File: src/hw/rtl/mdss_pkg.sv
// Shared types, codes and default sizes for the minimum dominating set search block.
package mdss_pkg;

    // Default sizes
    localparam int MAX_VERTICES_DEF = 16;
    localparam int WEIGHT_BITS_DEF  = 16;

    // Fixed field widths of the stream beats
    localparam int VERTEX_W   = 4;
    localparam int ROW_W      = 16;
    localparam int WEIGHT_W   = 16;
    localparam int SET_W      = 16;
    localparam int COUNT_W    = 5;
    localparam int TOTAL_W    = 20;
    localparam int S_TDATA_W  = 56;
    localparam int M_TDATA_W  = 48;

    // Operation codes carried in s_tuser
    typedef enum logic [1:0] {
        OP_LOAD   = 2'd0,
        OP_CHECK  = 2'd1,
        OP_SEARCH = 2'd2,
        OP_NONE   = 2'd3
    } op_t;

    // Sequencer states
    typedef enum logic [2:0] {
        ST_IDLE,
        ST_CHECK,
        ST_SCAN,
        ST_PREP,
        ST_RUN,
        ST_DONE
    } state_t;

endpackage

File: src/hw/rtl/min_dominating_set_search.sv
// Top level: graph store, search sequencer and result register of the dominating set search.
// Operation: a load beat writes the graph store; a check beat passes through CHECK; a search
//   beat passes through SCAN, PREP, RUN and DONE, RUN taking one subset per cycle through
//   the shared cover test and running-sum adder. s_tready is low while a beat is in work.
// Throughput: one beat at a time; the result register frees the input side once written.
// Reset: synchronous, active low; clears sequencer, presence bits, use_weights and m_tvalid.
module min_dominating_set_search
#(
    parameter int MAX_VERTICES = mdss_pkg::MAX_VERTICES_DEF,
    parameter int WEIGHT_BITS  = mdss_pkg::WEIGHT_BITS_DEF
) (
    input  logic                           aclk,
    input  logic                           aresetn,
    // Configuration write channel: use_weights
    input  logic                           cfg_valid,
    output logic                           cfg_ready,
    input  logic                           cfg_data,
    // Input stream
    input  logic                           s_tvalid,
    output logic                           s_tready,
    // [3:0] vertex, [4] present, [20:5] neighbours, [36:21] weight, [52:37] candidate
    input  logic [mdss_pkg::S_TDATA_W-1:0] s_tdata,
    // [1:0] operation
    input  logic [1:0]                     s_tuser,
    // Result stream
    output logic                           m_tvalid,
    input  logic                           m_tready,
    // [0] dominating, [16:1] best_set, [21:17] best_count, [41:22] best_weight
    output logic [mdss_pkg::M_TDATA_W-1:0] m_tdata
);

    import mdss_pkg::*;

    localparam int VIW = $clog2(MAX_VERTICES);
    localparam int CW  = $clog2(MAX_VERTICES + 1);
    localparam int SW  = WEIGHT_BITS + CW;

    // Input field unpacking
    logic [VERTEX_W-1:0] in_vertex;
    logic                in_present;
    logic [ROW_W-1:0]    in_row;
    logic [WEIGHT_W-1:0] in_weight;
    logic [SET_W-1:0]    in_cand;
    op_t                 in_op;

    assign in_vertex  = s_tdata[3:0];
    assign in_present = s_tdata[4];
    assign in_row     = s_tdata[20:5];
    assign in_weight  = s_tdata[36:21];
    assign in_cand    = s_tdata[52:37];
    assign in_op      = op_t'(s_tuser);

    // Width fitting of the fixed-width fields
    logic [VIW+VERTEX_W-1:0]       vx_wide;
    logic [MAX_VERTICES+ROW_W-1:0] row_wide;
    logic [MAX_VERTICES+SET_W-1:0] cand_wide;
    logic [WEIGHT_BITS+WEIGHT_W-1:0] wt_wide;
    logic [VIW-1:0]                vx_idx;
    logic                          vx_ok;

    assign vx_wide   = {{VIW{1'b0}}, in_vertex};
    assign row_wide  = {{MAX_VERTICES{1'b0}}, in_row};
    assign cand_wide = {{MAX_VERTICES{1'b0}}, in_cand};
    assign wt_wide   = {{WEIGHT_BITS{1'b0}}, in_weight};
    assign vx_idx    = vx_wide[VIW-1:0];
    assign vx_ok     = (int'(in_vertex) < MAX_VERTICES);

    // Registers
    state_t                  state_reg, state_next;
    logic                    use_weights_reg;
    logic [MAX_VERTICES-1:0] present_reg;
    logic [MAX_VERTICES-1:0] rows_reg    [MAX_VERTICES];
    logic [WEIGHT_BITS-1:0]  weights_reg [MAX_VERTICES];
    logic [VIW-1:0]          ordr_reg    [MAX_VERTICES];
    logic [SW-1:0]           delta_reg   [MAX_VERTICES];
    logic [VIW-1:0]          scan_idx_reg;
    logic [SW-1:0]           acc_reg;
    logic [CW-1:0]           k_reg;
    logic [MAX_VERTICES-1:0] code_reg, lim_reg, mask_reg, cand_reg;
    logic [SW-1:0]           sum_reg;
    logic [CW-1:0]           cnt_reg;
    logic [MAX_VERTICES-1:0] best_mask_reg;
    logic [SW-1:0]           best_sum_reg;
    logic [CW-1:0]           best_cnt_reg;
    logic                    m_tvalid_reg, m_tvalid_next;
    logic                    out_dom_reg;
    logic [SET_W-1:0]        out_set_reg;
    logic [COUNT_W-1:0]      out_cnt_reg;
    logic [TOTAL_W-1:0]      out_wt_reg;

    // Handshakes
    logic in_beat, out_free;

    assign cfg_ready = 1'b1;
    assign s_tready  = (state_reg == ST_IDLE);
    assign in_beat   = s_tvalid && s_tready;
    assign out_free  = !m_tvalid_reg || m_tready;

    // Next state
    always_comb begin
        state_next = state_reg;
        case (state_reg)
            ST_IDLE: begin
                if (in_beat && in_op == OP_CHECK) begin
                    state_next = ST_CHECK;
                end else if (in_beat && in_op == OP_SEARCH) begin
                    state_next = ST_SCAN;
                end
            end
            ST_CHECK: begin
                if (out_free) state_next = ST_IDLE;
            end
            ST_SCAN: begin
                if (scan_idx_reg == '0) state_next = ST_PREP;
            end
            ST_PREP: state_next = ST_RUN;
            ST_RUN: begin
                if (code_reg == lim_reg) state_next = ST_DONE;
            end
            ST_DONE: begin
                if (out_free) state_next = ST_IDLE;
            end
            default: state_next = ST_IDLE;
        endcase
    end

    // Sequencer strobes
    logic load_en, start_en, scan_en, prep_en, run_en, chk_wr, srch_wr;

    always_comb begin
        load_en  = 1'b0;
        start_en = 1'b0;
        scan_en  = 1'b0;
        prep_en  = 1'b0;
        run_en   = 1'b0;
        chk_wr   = 1'b0;
        srch_wr  = 1'b0;
        case (state_reg)
            ST_IDLE: begin
                load_en  = in_beat && (in_op == OP_LOAD) && vx_ok;
                start_en = in_beat && (in_op == OP_SEARCH);
            end
            ST_CHECK: chk_wr  = out_free;
            ST_SCAN:  scan_en = 1'b1;
            ST_PREP:  prep_en = 1'b1;
            ST_RUN:   run_en  = 1'b1;
            ST_DONE:  srch_wr = out_free;
            default: ;
        endcase
    end

    // Shared cover test: check candidate or current subset
    logic [MAX_VERTICES-1:0] test_mask;
    logic                    covered;

    assign test_mask = (state_reg == ST_CHECK) ? cand_reg : mask_reg;

    mdss_cover #(
        .MAX_VERTICES(MAX_VERTICES)
    ) u_cover (
        .mask    (test_mask),
        .present (present_reg),
        .rows    (rows_reg),
        .covered (covered)
    );

    // Scan step: collect present vertices from the top down, build step deltas
    logic [VIW-1:0]         scan_v;
    logic [WEIGHT_BITS-1:0] scan_w;
    logic [SW-1:0]          scan_w_ext;
    logic [VIW-1:0]         k_idx;

    assign scan_v     = scan_idx_reg;
    assign scan_w     = weights_reg[scan_v];
    assign scan_w_ext = {{CW{1'b0}}, scan_w};
    assign k_idx      = k_reg[VIW-1:0];

    // Search limit: k low bits set
    logic [MAX_VERTICES:0] lim_wide;
    assign lim_wide = ({{MAX_VERTICES{1'b0}}, 1'b1} << k_reg) - 1'b1;

    // Subset step: trailing ones of the code pick the vertex that enters
    logic [VIW-1:0]          trail;
    logic [VIW-1:0]          enter_v;
    logic [MAX_VERTICES-1:0] keep_low, enter_bit;
    logic [MAX_VERTICES-1:0] mask_next;
    logic [SW-1:0]           sum_next;
    logic [CW-1:0]           cnt_next;
    logic [VIW+CW-1:0]       trail_wide;
    logic                    better;

    always_comb begin
        trail = '0;
        for (int i = MAX_VERTICES - 1; i >= 0; i--) begin
            if (!code_reg[i]) trail = VIW'(i);
        end
    end

    assign enter_v = ordr_reg[trail];

    always_comb begin
        for (int i = 0; i < MAX_VERTICES; i++) begin
            keep_low[i]  = (i < int'(enter_v));
            enter_bit[i] = (i == int'(enter_v));
        end
    end

    assign trail_wide = {{CW{1'b0}}, trail};
    assign mask_next  = (mask_reg & keep_low) | enter_bit;
    assign sum_next   = sum_reg + delta_reg[trail];
    assign cnt_next   = cnt_reg + CW'(1) - trail_wide[CW-1:0];
    assign better     = use_weights_reg ? (sum_reg < best_sum_reg) : (cnt_reg < best_cnt_reg);

    // Result fitting to the output field widths
    logic [MAX_VERTICES+SET_W-1:0] set_wide;
    logic [CW+COUNT_W-1:0]         cnt_wide;
    logic [SW+TOTAL_W-1:0]         wt_out_wide;

    assign set_wide    = {{SET_W{1'b0}}, best_mask_reg};
    assign cnt_wide    = {{COUNT_W{1'b0}}, best_cnt_reg};
    assign wt_out_wide = {{TOTAL_W{1'b0}}, best_sum_reg};

    always_comb begin
        m_tvalid_next = m_tvalid_reg;
        if (chk_wr || srch_wr) begin
            m_tvalid_next = 1'b1;
        end else if (m_tready) begin
            m_tvalid_next = 1'b0;
        end
    end

    // Control state
    always_ff @(posedge aclk) begin
        if (!aresetn) begin
            state_reg       <= ST_IDLE;
            use_weights_reg <= 1'b0;
            present_reg     <= '0;
            m_tvalid_reg    <= 1'b0;
        end else begin
            state_reg    <= state_next;
            m_tvalid_reg <= m_tvalid_next;
            if (cfg_valid && cfg_ready) use_weights_reg <= cfg_data;
            if (load_en) present_reg[vx_idx] <= in_present;
        end
    end

    // Graph store
    always_ff @(posedge aclk) begin
        if (load_en) begin
            rows_reg[vx_idx]    <= row_wide[MAX_VERTICES-1:0];
            weights_reg[vx_idx] <= wt_wide[WEIGHT_BITS-1:0];
        end
    end

    // Check candidate capture
    always_ff @(posedge aclk) begin
        if (in_beat && in_op == OP_CHECK) cand_reg <= cand_wide[MAX_VERTICES-1:0];
    end

    // Search datapath
    always_ff @(posedge aclk) begin
        if (start_en) begin
            scan_idx_reg <= VIW'(MAX_VERTICES - 1);
            acc_reg      <= '0;
            k_reg        <= '0;
        end
        if (scan_en) begin
            scan_idx_reg <= scan_idx_reg - 1'b1;
            if (present_reg[scan_v]) begin
                ordr_reg[k_idx]  <= scan_v;
                delta_reg[k_idx] <= scan_w_ext - acc_reg;
                acc_reg          <= acc_reg + scan_w_ext;
                k_reg            <= k_reg + 1'b1;
            end
        end
        if (prep_en) begin
            best_mask_reg <= present_reg;
            best_cnt_reg  <= k_reg;
            best_sum_reg  <= acc_reg;
            lim_reg       <= lim_wide[MAX_VERTICES-1:0];
            code_reg      <= '0;
            mask_reg      <= '0;
            sum_reg       <= '0;
            cnt_reg       <= '0;
        end
        if (run_en) begin
            if (code_reg != '0 && better && covered) begin
                best_mask_reg <= mask_reg;
                best_sum_reg  <= sum_reg;
                best_cnt_reg  <= cnt_reg;
            end
            if (code_reg != lim_reg) begin
                code_reg <= code_reg + 1'b1;
                mask_reg <= mask_next;
                sum_reg  <= sum_next;
                cnt_reg  <= cnt_next;
            end
        end
    end

    // Result register
    always_ff @(posedge aclk) begin
        if (chk_wr) begin
            out_dom_reg <= covered;
            out_set_reg <= '0;
            out_cnt_reg <= '0;
            out_wt_reg  <= '0;
        end else if (srch_wr) begin
            out_dom_reg <= (best_mask_reg != '0);
            out_set_reg <= set_wide[SET_W-1:0];
            out_cnt_reg <= cnt_wide[COUNT_W-1:0];
            out_wt_reg  <= wt_out_wide[TOTAL_W-1:0];
        end
    end

    assign m_tvalid = m_tvalid_reg;
    assign m_tdata  = {6'b0, out_wt_reg, out_cnt_reg, out_set_reg, out_dom_reg};

endmodule

File: src/hw/rtl/mdss_cover.sv
// Domination test: every present vertex is in the mask or has a present mask neighbor.
module mdss_cover #(
    parameter int MAX_VERTICES = mdss_pkg::MAX_VERTICES_DEF
) (
    input  logic [MAX_VERTICES-1:0] mask,
    input  logic [MAX_VERTICES-1:0] present,
    input  logic [MAX_VERTICES-1:0] rows [MAX_VERTICES],
    output logic                    covered
);

    logic [MAX_VERTICES-1:0] miss;

    // One miss flag per vertex, all in parallel
    always_comb begin
        for (int v = 0; v < MAX_VERTICES; v++) begin
            miss[v] = present[v] && !mask[v] && ((rows[v] & mask & present) == '0);
        end
    end

    // Empty mask never dominates
    assign covered = (mask != '0) && (miss == '0);

endmodule
File: config.mk
export PLATFORM = sky130hd
export DESIGN_NAME = min_dominating_set_search
export DESIGN_NICKNAME = d
export VERILOG_FILES = /design/src/hw/rtl/mdss_pkg.sv /design/src/hw/rtl/min_dominating_set_search.sv /design/src/hw/rtl/mdss_cover.sv
export SDC_FILE = /design/constraint.sdc
export NUM_CORES = 1
export LEC_CHECK = 0
export BUFFER_PORTS_ARGS = -buffer_cell sky130_fd_sc_hd__clkbuf_2
export CAP_MARGIN = 20
export CORE_ASPECT_RATIO = 0.9
export CORE_MARGIN = 8
export CORE_UTILIZATION = 60
export DETAILED_ROUTE_END_ITERATION = 8
export HOLD_SLACK_MARGIN = 0.15
export PLACE_DENSITY = 0.77
export SETUP_SLACK_MARGIN = 0.3
export SYNTH_ARGS = -nofsm -noshare
export SYNTH_HDL_FRONTEND = slang
export SYNTH_SLANG_ARGS = --single-unit
File: constraint.sdc
create_clock -name aclk -period 7.4 [get_ports aclk]
set_input_delay 0.74 -clock aclk [delete_from_list [all_inputs] [get_ports aclk]]
set_output_delay 0.74 -clock aclk [all_outputs]
set_load 0.03 [all_outputs]
# After elaboration in Yosys (flattened, before gate mapping)
# Memories as Yosys holds them, arrays and structs flattened. A register that Yosys moved wholly into a read port is not among the register bits.
# Index checks and enable logic that the tools add are counted.
# op_classes
mul,0
div,0
shift,1
muxes,78
eq_ne,28
bitwise_logic,35
order_cmp,22
reduce_logical,89
addsub,9
# op_table
cell,count
$and 16x16->16,32
$logic_not 16->1,17
$bwmux 256,1
$mux 21,9
$mux 16,11
$mux 4,19
$demux 16 s4,1
$reduce_bool 16->1,3
$mux 5,9
$logic_and 1x1->1,41
$eq 4x4->1 const A,8
$lt 4x4->1 const A,7
$add 21x16->21,1
$add 21x21->21,1
$lt 21x21->1,1
$sub 16x21->21,1
$mux 1,19
$logic_not 1->1,17
$add 16x1->16 const B,1
$and 16x15->16,1
$bwmux 16,1
$eq 16x16->1,1
$eq 3x4->1 const A,4
$lt 3x4->1 const A,4
36 further kinds,52
# word_totals
output_inout_bits,51
latch_bits,0
mem_bits_ro,0
regBits,481
ramBits,656
elab_cells,301
mem_count,3
# mem_list
name,words,width,read_ports,rd_clocked_by_memory_dff,wr,line_no,rtl
delta_reg,16,21,1,0,1,min_dominating_set_search.sv:75,logic [SW-1:0] delta_reg [MAX_VERTICES];
weights_reg,16,16,1,1,1,min_dominating_set_search.sv:73,logic [WEIGHT_BITS-1:0] weights_reg [MAX_VERTICES];
ordr_reg,16,4,1,0,1,min_dominating_set_search.sv:74,logic [VIW-1:0] ordr_reg [MAX_VERTICES];

# Logic depth before layout (Yosys ltp)
# Gate-level depths: netlist of run 1.
# An unclocked memory read counts as a cell.
# logic_depth
ltp_word,22
mapped_depth,27

# Modules after synthesis
# Synthesis of run 1 repeated with hierarchy kept, for this count alone.
# unflattened
hier_cells,3219
hier_area_um2,47921.0
# by_module_without_submodules
mod,n_inst,cells_per_inst,area_per_inst_um2
min_dominating_set_search,1,2935,46084.2
mdss_cover,1,284,1836.8

# Worst setup path before layout of run 1
# OpenSTA, ideal clock, no wires.
# synth_path
kind,register to register
startpoint,register (tool-made name)
endpoint,memory delta_reg[0][17] (netlist name) (data pin)
period_less_slack_ns,5.317
setup_time_ns,0.297
setup_slack_ns,2.083
t_arrival_ns,5.020
n_path_buf,3
path_stages_with_launch,17
cell_sequence,dfxtp_1 -> clkbuf_1 -> buf_1 -> mux4_2 -> mux4_2 -> ha_1 -> clkbuf_1 -> o21a_1 -> o31a_1 -> or2_2 -> or3_1 -> a211o_1 -> o311a_1 -> a41oi_1 -> a21oi_1 -> nor2b_1 -> xnor2_1
# synth_rtl
element,line_no
to (decl),min_dominating_set_search.sv:75

# Worst setup path after layout of run 1
# layout_path
startpoint,register code_reg[10]
endpoint,register sum_reg[20]
# layout_between
elab_chain_len,15
# layout_rtl
element,line_no,rtl
from (decl),min_dominating_set_search.sv:79,"logic [MAX_VERTICES-1:0] code_reg, lim_reg, mask_reg, cand_reg;"
from (signal assigned),min_dominating_set_search.sv:293,code_reg <= code_reg + 1'b1;
$mux 4 (11 in series),min_dominating_set_search.sv:195,if (!code_reg[i]) trail = VIW'(i);
$mem_v2 16x21,-,
$add 21x21->21,min_dominating_set_search.sv:210,assign sum_next = sum_reg + delta_reg[trail];
$mux 21 (*),min_dominating_set_search.sv:292,if (code_reg != lim_reg) begin
$mux 21 (*),min_dominating_set_search.sv:286,if (run_en) begin
to (signal assigned),min_dominating_set_search.sv:295,sum_reg <= sum_next;
to (decl),min_dominating_set_search.sv:80,logic [SW-1:0] sum_reg;
# Every way passes the cells marked *; elsewhere a longest branch is shown, timed or not.
# A chain may end at the register's enable or synchronous reset.

==> summary.txt, run 1 <==
Run status
  • Status: finished, final reports clean

STA
  • Slew margin rel.: 0.2194
  • Final setup vio count: 0
  • F_max: 162.9 MHz
  • Final Hold Slack: approximately 240 ps
  • Final period util: 0.8295
  • Setup tns final: 0 ps
  • Final worst setup slack: approximately 1300 ps
  • Setup Skew: between 20 and 25 ps
  • Final Slew Violations: 0
  • Fin. Hold Viols: 0
  • RSZ-0062 raised after global routing: false
  • Worst-Margin Slew: about 1200 ps
  • Tmin final: between 6000 and 7000 ps

Routing
  • Via count: approximately 31,000
  • Post-DR wirelength/cell: roughly 26 µm
  • Initial DRC count: 4,065
  • First drt pass iteration count: 6
  • Wirelength, routed: between 100,000 and 150,000 µm
  • Routed vias/inst: roughly 6.5
  • Routed Antenna Nets: 0
  • Residual DRC: 0

Pwr
  • PD cells: just under 400 nW/µm²
  • Psw: ~6.6 mW
  • Pwr Total: just over 20 mW
  • Internal power: around 14 mW
  • Clk pwr share: 0.272
  • Pleak: between 15 and 20 nW
  • VDD IR-drop max: between 0.0003 and 0.0004 V
  • Reg power frac: 0.435
  • Sw frac: 0.3223
  • Logic pwr share: 0.292

Clock tree
  • # hold bufs at CTS: 0
  • H-tree levels: 3
  • Clk slew on worst S/H paths: about 60 ps
  • Post-CTS Setup Bufs: 0
  • CTS tree: yes
  • CTS Root Cell: clkbuf_16
  • Cts bufs inserted: roughly 110
  • Post-cts resize count: 0
  • Worst-Skew Late Latency: between 600 and 700 ps
  • Clock tree sinks: between 1,000 and 1,500
  • Clock tree buffer depth: 3

Synthesis
  • FFs w/ async S/R, synth: 0
  • Largest area contributor in the netlist: edfxtp_1
  • Post-Syn Instances: ~3,600
  • Synth unique cells: 90
  • Fraction of synthesized area in multiplexers: 0.06525
  • Synth Cell Area: between 40,000 and 50,000 µm²
  • Synth Area in XOR/XNOR: 0.01511
  • Ranking of synthesized cells by area: edfxtp_1 (59%), dfxtp_1 (7.9%), nand2_1 (4.8%), mux4_2 (3.8%), nand3_1 (3.0%)
  • Post-Synth Adder-Cell Area: 0.02611
  • Largest family of logic cells by synthesized area: simple AND/OR/NAND/NOR gates
  • Compound-gate portion of the synthesized area: 0.08150
  • Yosys warns: 0
  • Register area share after synthesis: 0.6649
  • Mapped Avg Cell Area: 13.24 µm²
  • Number of enable flip-flop cells after synthesis: about 940
  • Synth Register Bits: roughly 1,100
  • Ys flop type: edfxtp_1
  • Top-area cell type share of the netlist area: 0.5854
  • Simple-Gate Fraction of Synth Area: 0.1179

Placed design
  • Pre-CTS setup slack: approximately 1400 ps
  • PortBufs: ~100
  • HPWL after DPL: around 73,000 µm
  • GPL Wtd Cong: 0.8777
  • Placed cells: about 4,600
  • Area after DPL: around 50,000 µm²

Global route
  • Vias in the first global route: roughly 30,000
  • Remaining Overflow, GRT: 0
  • Overall global routing resource usage: 0.2703
  • First-pass GRT wire length: between 150,000 and 200,000 µm
  • Pin count of the biggest net entering global routing: about 150
  • Initial antenna violation count: 7

Cells and area
  • Seq. cell area: 32,000 µm²
  • Fraction of layout cells with a size suffix above 1: 0.1498
  • Area grow syn2layout: 11.59%
  • NumNets Final: 3,880
  • Largest register FFs: 336
  • Fin util: 0.6757
  • Final instance area: between 50,000 and 60,000 µm²
  • Fillers: 5,382
  • Area of the multi-input gates: roughly 15,000 µm²
  • Final cell count without fillers: around 4,900

Floorplanning
  • Die Y: approximately 280 µm
  • Die area: around 90,000 µm²
  • Num rows: 98
  • Die Width: between 300 and 400 µm
  • Initial core utilization: 0.6055
  • Core Region: slightly below 80,000 µm²
  • I/O pins: 115

Critical path
  • Critical path type: flop to flop
  • Data arrival time of the worst path: between 6000 and 7000 ps
  • CP Launch Type: flop
  • Worst EP required: 7960 ps
  • CP Capture Type: flop
  • Crit Path Max Fanout: between 150 and 200

Run
  • Max-cap viol count: 0

Hold path
  • Worst hold path class: primary input to flop
-- Yosys cell counts, drive strengths merged, types with 19 or more instances --
cell and instances:
edfxtp 938, ha 94, a221oi 19, a22oi 43
a22o 21, nand2 611, nand2b 21, mux4 82
inv 90, o21ai 171, nand4 31, nor2 124
and3 35, a31oi 44, xnor2 41, mux2i 51
xor2 42, buf 73, nor3 40, a21oi 62
a211oi 22, a311oi 43, mux2 49, dfxtp 191
nor4 23, nand3 288, clkbuf 151
-- placed cells by master, fill, tap and decap left out, drive strengths merged, types with 90 or more instances in the layout --
cell type,instances
nor2,124
dfxtp,191
edfxtp,938
o21ai,171
nand3,288
buf,90
ha,94
nand2,611
inv,93
clkbuf,241
-- logic make-up after synthesis --
group                      after synthesis
other                                    2
xor gates and xnor gates                83
adders and majority gates               98
muxes                                  182
buffers and inverters                  315
AOI/OAI and AO/OA                      574
and+or+nand+nor                       1252
DFF                                   1129
-- final cells by class --
cell class              count  share of cell area
multi-input cells        2196              0.2799
clock inverters            57             0.01063
inverters                  91            0.006455
repair buffers            194             0.02587
well taps                1050             0.02447
flip-flops and latches   1129              0.5960
clock buffers             137             0.05663
diodes                      2          0.00009322
-- routing by layer --
metal	vias to the layer above	GRT usage	part of all wire
met5	-	0	0.00035
met4	8	0.1003	0.037
met3	315	0.05782	0.11
met2	1837	0.4340	0.48
met1	15370	0.3631	0.38
li1	13840	-	-
-- final timing paths --
path	start	endpoint	slack, ps	cells past startpoint
max	code_reg[10]	sum_reg[20]	1260	22
min	s_tdata[49]	cand_reg[12]	240	1
max reg2reg	code_reg[10]	sum_reg[20]	1260	22
min reg2reg	out_set_reg[11]	out_set_reg[11]	450	2
-- worst max-delay path, stage by stage, from the launching register on --
cell and delay [ps]:
dfxtp_1 480, nand2_1 160, a311oi_1 480, o21ai_1 140, buf_4 200, nand2_4 110
buf_12 470, nand2_1 100, and3_1 190, a311oi_1 270, a311oi_1 90, a31oi_1 350
ha_1 360, o21a_1 130, o31a_1 140, o21ai_0 320, a21oi_1 150, o21ai_0 340
nor3_1 100, a2111oi_0 490, o21ai_0 240, and3_1 240, a211o_1 260
-- power groups by stage --
stage          registers [mW]  clock network, mW  logic, mW
2_1_floorplan            9.07                  0       3.92
3_3_place_gp             9.10                  0       5.57
3_5_place_dp             9.12                  0       5.78
4_1_cts                  8.99               5.65       5.84
5_1_grt                  9.03               5.89       6.57
6_report                 8.97               5.62       6.03
Power figures use the tool's default switching activity.
==> inputs of run 2 (changes only) <==
- CORE_UTILIZATION: 60 -> 56
- PLACE_DENSITY: 0.77 -> 0.75
- clock period: 7.4 -> 5.2 ns (I/O delays scaled with it)
==> run 2 against run 1 <==
  * Power up 46%
  * Highest routed layer unchanged
  * Largest cell class unchanged
  * Combinational power grew 58%
  * Global-route usage is 1.3 points lower
  * Critical endpoint is now delta_reg[11][17]
==> summary.txt, run 2 (synthesis gave the netlist of run 1 again) <==
STA
  • Tmin final: 4781 ps (was 6138 ps)
  • F_max: 209.1 MHz (was 162.9 MHz)
  • Setup Skew: 20.57 ps (was 22.66 ps)
  • Final Hold Slack: 219.0 ps (was 242.3 ps)
  • Worst-Margin Slew: 1159 ps (was 1168 ps)
  • Slew margin rel.: 0.2274 (was 0.2194)
  • Fin. Hold Viols: 0 (unchanged)
  • Final Slew Violations: 0 (unchanged)
  • RSZ-0062 raised after global routing: true (was false)
  • Final period util: 0.9195 (was 0.8295)
  • Final setup vio count: 0 (unchanged)

Floorplanning
  • Die Y: 294.1 µm (was 284.6 µm)
  • I/O pins: 115 (unchanged)
  • Die area: 95,560 µm² (was 89,520 µm²)
  • Die Width: 325.0 µm (was 314.5 µm)
  • Initial core utilization: 0.5618 (was 0.6055)
  • Core Region: 85,630 µm² (was 79,460 µm²)
  • Num rows: 102 (was 98)

Cells and area
  • Most common cell after layout, fill and taps aside: edfxtp_1 (unchanged)
  • NumNets Final: 4,029 (was 3,880)
  • Area grow syn2layout: 14.90% (was 11.59%)
  • Most frequent cells in the layout: edfxtp_1 (938), nand2_1 (607), nand3_1 (288), buf_4 (188), dfxtp_1 (186) (was edfxtp_1 (938), nand2_1 (609), nand3_1 (288), dfxtp_1 (188), o21ai_0 (169))
  • Largest register FFs: 336 (unchanged)
  • Final instance area: 55,280 µm² (was 53,690 µm²)
  • Fillers: 6,008 (was 5,382)
  • Fin util: 0.6455 (was 0.6757)
  • Fraction of layout cells with a size suffix above 1: 0.1801 (was 0.1498)
  • Final cell count without fillers: 5,103 (was 4,856)

Critical path
  • Worst EP required: 5620 ps (was 7960 ps)
  • Critical path type: flop to flop (unchanged)
  • Crit Path Max Fanout: 16 (was 151)
  • Buf/Inv on CP: 5 (was 2)
  • CP Launch Type: flop (unchanged)
  • CP Capture Type: flop (unchanged)
  • Cells along the critical path: buf_12 > buf_8 > mux4_2 > mux4_2 > inv_1 > ha_1 > nor2b_1 > o31a_1 > or2_2 > or3_1 > a211o_1 > o311a_1 > a41oi_1 > buf_4 > a21oi_1 > nor2b_2 > xnor2_4 > buf_12 (was nand2_1 > a311oi_1 > o21ai_1 > buf_4 > nand2_4 > buf_12 > nand2_1 > and3_1 > a311oi_1 > a311oi_1 > a31oi_1 > ha_1 > o21a_1 > o31a_1 > o21ai_0 > a21oi_1 > o21ai_0 > nor3_1 > a2111oi_0 > o21ai_0 > and3_1 > a211o_1)
  • Delay-heaviest family, CP: multiplexers (was compound AO/OA/AOI/OAI gates)
  • Data arrival time of the worst path: 5210 ps (was 6700 ps)
  • CP max-delay cell: mux4_2 (was a2111oi_0)
  • Slowest Stage Delay on Critical Path: 540 ps (was 490 ps)

Run
  • Max-cap viol count: 0 (unchanged)

Pwr
  • Reg power frac: 0.421 (was 0.435)
  • Psw: 9.723 mW (was 6.645 mW)
  • Logic pwr share: 0.318 (was 0.292)
  • Internal power: 20.30 mW (was 13.98 mW)
  • Sw frac: 0.3239 (was 0.3223)
  • Pleak: 19.49 nW (was 18.71 nW)
  • VDD IR-drop max: 0.0003701 V (was 0.0003153 V)
  • Pwr Total: 30.02 mW (was 20.62 mW)
  • Clk pwr share: 0.260 (was 0.272)
  • PD cells: 543.0 nW/µm² (was 384.1 nW/µm²)

Routing
  • Via count: 31,800 (was 31,370)
  • DR top layer: met5 (unchanged)
  • Residual DRC: 0 (unchanged)
  • Initial DRC count: 3,739 (was 4,065)
  • Met3 WL: 13,370 µm (was 13,080 µm)
  • DRT met1 WL: 48,410 µm (was 47,460 µm)
  • First drt pass iteration count: 6 (unchanged)
  • WL met2: 61,020 µm (was 59,050 µm)
  • Routed vias/inst: 6.232 (was 6.459)
  • Post-DR wirelength/cell: 25.02 µm (was 25.58 µm)
  • Wirelength, routed: 127,700 µm (was 124,200 µm)
  • Routed Antenna Nets: 0 (unchanged)

Global route
  • Remaining Overflow, GRT: 0 (unchanged)
  • Overall global routing resource usage: 0.2569 (was 0.2703)
  • Initial antenna violation count: 6 (was 7)
  • Pin count of the biggest net entering global routing: 84 (was 152)
  • First-pass GRT wire length: 188,100 µm (was 185,700 µm)
  • Vias in the first global route: 30,870 (was 30,570)

Clock tree
  • Clock tree sinks: 1,129 (unchanged)
  • CTS tree: yes (unchanged)
  • H-tree levels: 3 (unchanged)
  • Cts bufs inserted: 103 (was 106)
  • Worst-Skew Late Latency: 690 ps (was 680 ps)
  • Clk slew on worst S/H paths: 70 ps (was 60 ps)
  • CTS Root Cell: clkbuf_16 (unchanged)
  • Clock tree buffer depth: 3 (unchanged)

Run status
  • Status: finished, final reports clean (unchanged)

Placed design
  • Area after DPL: 51,060 µm² (was 49,890 µm²)
  • PortBufs: 104 (unchanged)
  • HPWL after DPL: 77,560 µm (was 72,760 µm)
  • GPL Wtd Cong: 0.8904 (was 0.8777)
  • Placed cells: 4,865 (was 4,647)

Hold path
  • Worst hold path class: primary input to flop (unchanged)
## run 2: changes by cell type in the layout (fill, tap and decap cells not counted), moves of 4 or more
cell / change
dlygate4sd3_1: +18
buf_4: +111
clkbuf_16: -8
buf_6: +5
clkinv_2: -11
buf_12: +10
inv_1: +4
clkbuf_1: +11
## run 2: repair_timing
action,4_1_cts,5_1_grt
pin swaps,1,12
setup buffers,1,13
endpoints found under the setup margin,33,55
hold buffers,18,0
cloned,0,3
resized for setup,6,43
endpoints found under the hold margin,17,0
## run 2: metrics by stage
stage | setup WS [ps] | TNS [ps]
after floorplan | 303.5 | 0
after global placement | 42.35 | 0
after detailed placement | -40.75 | -40.75
after CTS | 184.1 | 0
after global routing | 189.1 | 0
final | 418.7 | 0
## run 2: power groups by stage
stage	Clock [mW]	Sequential [mW]	Combinational (mW)
detailed placement	0	12.8	9.11
global route	8.19	12.7	10.4
global placement	0	12.8	8.87
finish	7.82	12.7	9.55
CTS	7.84	12.6	9.31
floorplan	0	12.9	5.60
## run 2: path summary, 6_finish.rpt
check	startpoint	end	slack (ps)	cells past startpoint
worst max-delay path	flop	delta_reg[11][17]	420	18
worst min-delay path	s_tdata[36]	weights_reg[10][15]	220	1
worst max register to register	flop	delta_reg[11][17]	420	18
worst min register to register	out_cnt_reg[0]	out_cnt_reg[0]	450	2
## run 2: metal layers
layer  track usage  vias up
met5             0        -
met4       0.09126        2
met3       0.05674      324
met2        0.4257     1820
met1        0.3358    15520
li1              -    14130
## run 2: area by class of cell
class | count | area, µm² | share of cell area
sequential | 1129 | 32000 | 0.5789
multi-input combinational | 2196 | 15160 | 0.2743
timing repair buffer | 346 | 2834 | 0.05127
clock buffer | 137 | 2806 | 0.05077
tap | 1144 | 1431 | 0.02589
clock inverter | 55 | 674.4 | 0.01220
inverter | 91 | 356.6 | 0.006451
antenna | 5 | 12.51 | 0.0002263
